$ cat src/hw/rtl/svpwm_pkg.sv
// shared types and constants for the space vector pwm duty block
`timescale 1ns / 1ps

package svpwm_pkg;

  // register indexes on the write port
  localparam int REG_INDEX_W = 1;
  localparam logic [REG_INDEX_W-1:0] REG_BUS_VOLTAGE = 1'd0;
  localparam logic [REG_INDEX_W-1:0] REG_PWM_PERIOD  = 1'd1;
  localparam int CFG_W = 16;
  localparam logic [CFG_W-1:0] BUS_VOLTAGE_RESET = 16'd8400;
  localparam logic [CFG_W-1:0] PWM_PERIOD_RESET  = 16'd8400;

  // sin 60 in q15, and the phase time limit
  localparam logic signed [15:0] SIN60_Q15  = 16'sd28378;
  localparam logic [14:0]        Q15_ROUND  = 15'h7fff;
  localparam int                 TIME_W     = 15;
  localparam logic signed [TIME_W-1:0] TIME_LIMIT = 15'sd8399;

  // working width of the helper terms and the raw phase times
  localparam int T_W = 19;

  // sector codes
  localparam int SECTOR_W = 3;
  localparam logic [SECTOR_W-1:0] SECTOR_1     = 3'd1;
  localparam logic [SECTOR_W-1:0] SECTOR_2     = 3'd2;
  localparam logic [SECTOR_W-1:0] SECTOR_3     = 3'd3;
  localparam logic [SECTOR_W-1:0] SECTOR_4     = 3'd4;
  localparam logic [SECTOR_W-1:0] SECTOR_5     = 3'd5;
  localparam logic [SECTOR_W-1:0] SECTOR_6     = 3'd6;
  localparam logic [SECTOR_W-1:0] SECTOR_START = 3'd3;
  localparam logic [SECTOR_W-1:0] SECTOR_FLIP  = 3'd7;

  // magnitude of a clamped time times the period fits in 30 bits
  localparam int MAG_W     = TIME_W - 1;
  localparam int DIVISOR_W = CFG_W;
  localparam int NUM_W     = MAG_W + CFG_W;
  localparam int DIV_STEPS = NUM_W;

  localparam int LANES = 3;

  typedef struct packed {
    logic signed [15:0] alpha_voltage;
    logic signed [15:0] beta_voltage;
  } svpwm_req_t;

  typedef struct packed {
    logic [SECTOR_W-1:0] sector;
    logic [15:0]         compare_a;
    logic [15:0]         compare_b;
    logic [15:0]         compare_c;
  } svpwm_rsp_t;

  typedef struct packed {
    logic             vld;
    logic [NUM_W-1:0] num;
  } div_req_t;

  typedef struct packed {
    logic             vld;
    logic [NUM_W-1:0] quot;
  } div_rsp_t;

endpackage

$ cat src/hw/rtl/svpwm_div.sv
// pipelined restoring divider, one quotient bit per stage
`timescale 1ns / 1ps

module svpwm_div
  import svpwm_pkg::*;
(
  input  logic                 clk,
  input  logic                 rst,
  input  div_req_t             req,
  input  logic [DIVISOR_W-1:0] divisor,
  output div_rsp_t             rsp
);

  logic                 vld  [1:DIV_STEPS];
  logic [DIVISOR_W-1:0] rem  [1:DIV_STEPS];
  logic [NUM_W-1:0]     word [1:DIV_STEPS];

  for (genvar gi = 0; gi < DIV_STEPS; gi++) begin : g_step
    logic                 src_vld;
    logic [DIVISOR_W-1:0] src_rem;
    logic [NUM_W-1:0]     src_word;
    logic [DIVISOR_W:0]   trial;
    logic [DIVISOR_W:0]   diff;

    if (gi == 0) begin : g_first
      assign src_vld  = req.vld;
      assign src_rem  = '0;
      assign src_word = req.num;
    end else begin : g_rest
      assign src_vld  = vld[gi];
      assign src_rem  = rem[gi];
      assign src_word = word[gi];
    end

    assign trial = {src_rem, src_word[NUM_W-1]};
    assign diff  = trial - {1'b0, divisor};

    always_ff @(posedge clk) begin
      if (rst) begin
        vld[gi+1] <= 1'b0;
      end else begin
        vld[gi+1] <= src_vld;
      end
    end

    // borrow out means the divisor did not fit
    always_ff @(posedge clk) begin
      rem[gi+1]  <= diff[DIVISOR_W] ? trial[DIVISOR_W-1:0] : diff[DIVISOR_W-1:0];
      word[gi+1] <= {src_word[NUM_W-2:0], ~diff[DIVISOR_W]};
    end
  end

  assign rsp.vld  = vld[DIV_STEPS];
  assign rsp.quot = word[DIV_STEPS];

endmodule

$ cat config.mk
export PLATFORM = sky130hd
export DESIGN_NAME = svpwm_div
export DESIGN_NICKNAME = d
export VERILOG_FILES = /design/src/hw/rtl/svpwm_pkg.sv /design/src/hw/rtl/svpwm_div.sv
export SDC_FILE = /design/constraint.sdc
export NUM_CORES = 2
export LEC_CHECK = 0
export BUFFER_PORTS_ARGS = -buffer_cell sky130_fd_sc_hd__clkbuf_2
export CAP_MARGIN = 25
export CORE_MARGIN = 2
export CORE_UTILIZATION = 62
export DETAILED_ROUTE_END_ITERATION = 10
export PLACE_DENSITY = 0.9
export SYNTH_ARGS = -nofsm -noshare
export SYNTH_HDL_FRONTEND = slang
export SYNTH_SLANG_ARGS = --single-unit
$ cat constraint.sdc
create_clock -name clk -period 4.47 [get_ports clk]
set_clock_uncertainty 0.15 [all_clocks]
set_input_delay 0.6705 -clock clk [delete_from_list [all_inputs] [get_ports clk]]
set_output_delay 0.6705 -clock clk [all_outputs]
set_load 0.02 [all_outputs]
==> impl_metrics.py <==
metrics = {
    "clocking": {
        "root_buffer": "clkbuf_16",
        "htreeDepth": 4,
        "numCtsBuffers": 137,
        "cts_tree": "yes",
        "clkLatencyLatePin_ns": 0.75,
        "post-cts-setup-buffer-count": 0,
        "path_clk_slew_ns": 0.06,
        "cts_sinks": 1394,
        "cts_buffer_depth": 3,
    },
    "setup_path": {
        "arrival_ns": 4.23,
        "cp.required_ns": 4.95,
        "critPathLaunch": "divisor[1]",
        "endpoint": "rem[10][31]",
        "critPathCaptureType": "flip-flop",
        "path_buf_inv": 5,
        "r2r_start": "word[0][419]",
        "crit_chain": "buf_2, buf_4, inv_1, buf_12, buf_4, ha_1, nor2b_1, o2111ai_1, nand2_1, o21ai_0, o21ai_0, a221oi_1, xnor2_1, mux2_2",
        "cp_top_family": "compound AO/OA/AOI/OAI gates",
        "worstRegToRegCells": 11,
        "rrSetupSlack_ns": 0.78,
        "cp.depth": 14,
        "path_max_fanout": 24,
        "start_kind": "input pin",
        "slowest_stage": "o21ai_0",
        "timing.rr.end": "rem[7][2]",
        "crit_type": "input pin to flip-flop",
        "critPathMaxStageDelay_ns": 0.49,
    },
    "cells_and_area": {
        "nNetsFinal": 5763,
        "diodes": 0,
        "layout.filler_cells": 5780,
        "design_area_um2": 61900,
        "final_cells": 6475,
        "synthToLayoutAreaGrowth_pct": 13.4,
        "drive_above_1_share": 0.139,
    },
    "sta": {
        "period_needed_ns": 3.75,
        "timing.fmax_mhz": 267,
        "rsz0062_at_grt": "false",
        "setup_viol": 0,
        "setup-tns-final_ns": 0,
        "worst_pin_slew_ns": 1.02,
        "timing.slew.headroom": 0.315,
        "drv_slew": 0,
        "fin_crit_sh": 0.839,
        "hold_slack_ns": 0.0344,
        "final-hold-violation-count": 0,
    },
    "routing": {
        "route.detailed.drc": 0,
        "routed_wl_um": 117000,
        "vias_per_cell": 5.86,
        "wl_per_cell_um": 18.0,
        "drt_iter0_drc": 2578,
        "vias": 37900,
        "antenna_left": 0,
        "firstDrtPassIters": 6,
    },
    "floorplan": {
        "coreArea_um2": 87000,
        "die_y_um": 301,
        "num_rows": 108,
        "start_util": 0.627,
        "dieArea_um2": 90400,
        "num_io_pins": 80,
        "die_w_um": 301,
    },
    "power_and_ir_drop": {
        "power.density_nw_per_um2": 901,
        "ir_drop_mv": 0.512,
        "share_seq_of_total_power": 0.341,
        "p_comb_frac": 0.453,
        "p_sw_frac": 0.355,
        "power_uw": 55700,
        "p_leak_uw": 0.0270,
        "p_clk_frac": 0.206,
        "netSwitchingPower_uw": 19800,
        "p_int_uw": 35900,
    },
    "yosys": {
        "yosysSeqAreaShare": 0.512,
        "yosys.area.top_type_share": 0.512,
        "syn_inst": 4962,
        "synth.distinct_cells": 81,
        "synth-main-ff-cell": "dfxtp_1",
        "synth.avg_cell_area_um2": 11.0,
        "synth_edf_count": 0,
        "async_flop_share": 0,
        "ys_ff_latch": 1394,
        "yosys-top-cells-area": "dfxtp_1 51%, ha_1 11%, mux2_2 6.4%",
        "yosysWarnings": 0,
        "syn_area_um2": 54600,
        "synth_area_leader_cell": "dfxtp_1",
    },
    "placement": {
        "gp_congestion": 0.915,
        "dp_hpwl_um": 75700,
        "place_area_um2": 57000,
        "placed_cells": 6205,
        "port_buffers": 79,
    },
    "global_routing": {
        "overflow": 0,
        "grt_max_degree": 32,
        "antenna_found_initial": 0,
        "grt_pass1_vias": 38500,
        "track_usage": 0.256,
        "grt_pass1_wl_um": 189000,
    },
    "min_path": {
        "hold_depth": 3,
        "hold_path.class": "input pin to flip-flop",
    },
    "job": {
        "maxCapViolCount": 0,
    },
    "outcome": {
        "status": "complete, no violations",
    },
}
==> worst min path at each step <==
stage / startpoint / end / slack, ns
6_report: req[29] / rem[0][16] / 0.03
5_1_grt: req[29] / rem[0][16] / 0.04
4_1_cts: req[29] / rem[0][16] / 0.001
3_5_place_dp: word[0][80] / word[0][111] / 0.16
3_3_place_gp: word[0][260] / word[0][291] / 0.16
2_1_floorplan: word[0][69] / word[0][100] / 0.16
==> through the flow <==
step	util	setup WS, ns
after floorplan	-	0.383
after global placement	0.655	0.162
after detailed placement	0.655	0.0609
after CTS	0.711	0.747
after global routing	0.711	0.531
final	0.711	0.721
==> final cells by class <==
type / count / area, um^2 / share of cell area
flip-flops and latches: 1394 / 27900 / 0.451
multi-input cells: 3320 / 25700 / 0.415
inverters: 181 / 679 / 0.0110
repair buffers: 187 / 1600 / 0.0259
clock inverters: 55 / 706 / 0.0114
well taps: 1155 / 1450 / 0.0234
clock buffers: 183 / 3820 / 0.0618
==> cells by family (layout without fill, tap and decap cells) <==
| logic type | after synthesis | after routing | share of synthesized area |
|---|---|---|---|
| DFF | 1394 | 1394 | 0.512 |
| AOI/OAI and AO/OA | 1070 | 1070 | 0.128 |
| and+or+nand+nor | 1042 | 1042 | 0.0935 |
| adders and majority gates | 493 | 493 | 0.117 |
| muxes | 384 | 384 | 0.0781 |
| xor gates and xnor gates | 324 | 324 | 0.0533 |
| buffers and inverters | 254 | 606 | 0.0186 |
| other | 1 | 7 | 0.0000687 |
==> layout by cell type (no fill, tap or decap), drive strengths merged, types with 82 or more instances in the layout <==
cell type / count
dfxtp: 1394
ha: 465
mux2: 314
a21oi: 288
nor2: 264
clkbuf: 261
nand2: 253
o21ai: 245
xnor2: 232
inv: 187
nor2b: 105
nor3: 100
a21o: 95
xor2: 92
o21a: 82
==> per-layer routing <==
metal	track usage	part of all wire	wire length (um)
met2	0.448	0.49	57100
met4	0.152	0.059	6880
met1	0.289	0.39	45200
met5	0	0	0
met3	0.0525	0.064	7480
==> synthesized netlist by cell type, drive strengths merged (7+ instances only) <==
cell	count
a21oi	288
or2	22
a311oi	10
nor4	26
and4	7
o211ai	20
nand4	23
nor3	100
a41oi	15
o221ai	9
a211o	10
a221oi	12
nand2	253
o21ai	245
o31ai	60
a21o	95
o41ai	9
ha	465
dfxtp	1394
and2	18
o31a	30
or3	31
mux2i	70
a21boi	23
xor2	92
a211oi	32
nor2	264
clkbuf	48
nand2b	60
xnor2	232
fa	28
mux2	314
o2111ai	15
and3	21
buf	25
o21a	82
inv	179
nor2b	105
nor3b	15
o21bai	20
a31oi	31
nand3	79
o311ai	11
==> registers in the layout (all words and copies together), names as in the netlist <==
signal / count
rem: 464
vld: 30
word: 900
==> worst register-to-register path, delay by kind of cell (launching register included) <==
family | cells | cell delay, ns
AOI/OAI and AO/OA | 4 | 1.29
adders and majority gates | 2 | 0.61
buffers and inverters | 1 | 0.06
DFF | 1 | 0.32
muxes | 1 | 0.42
and+or+nand+nor | 3 | 0.75
==> power by group through the flow <==
stage | logic [uW] | clock network [uW] | registers, uW
detailed placement | 24200 | 0 | 19200
floorplan | 19400 | 0 | 18500
finish | 25200 | 11500 | 19000
global route | 27700 | 12200 | 19400
CTS | 24900 | 11700 | 19000
global placement | 23100 | 0 | 19000
==> what timing repair did <==
| action | in CTS | in global routing |
|---|---|---|
| hold endpoints to repair | 30 | 0 |
| resized for setup | 0 | 0 |
| hold buffers | 30 | 0 |
| setup endpoints to repair | 0 | 0 |
Note: power is estimated with default switching activity, not from simulation.
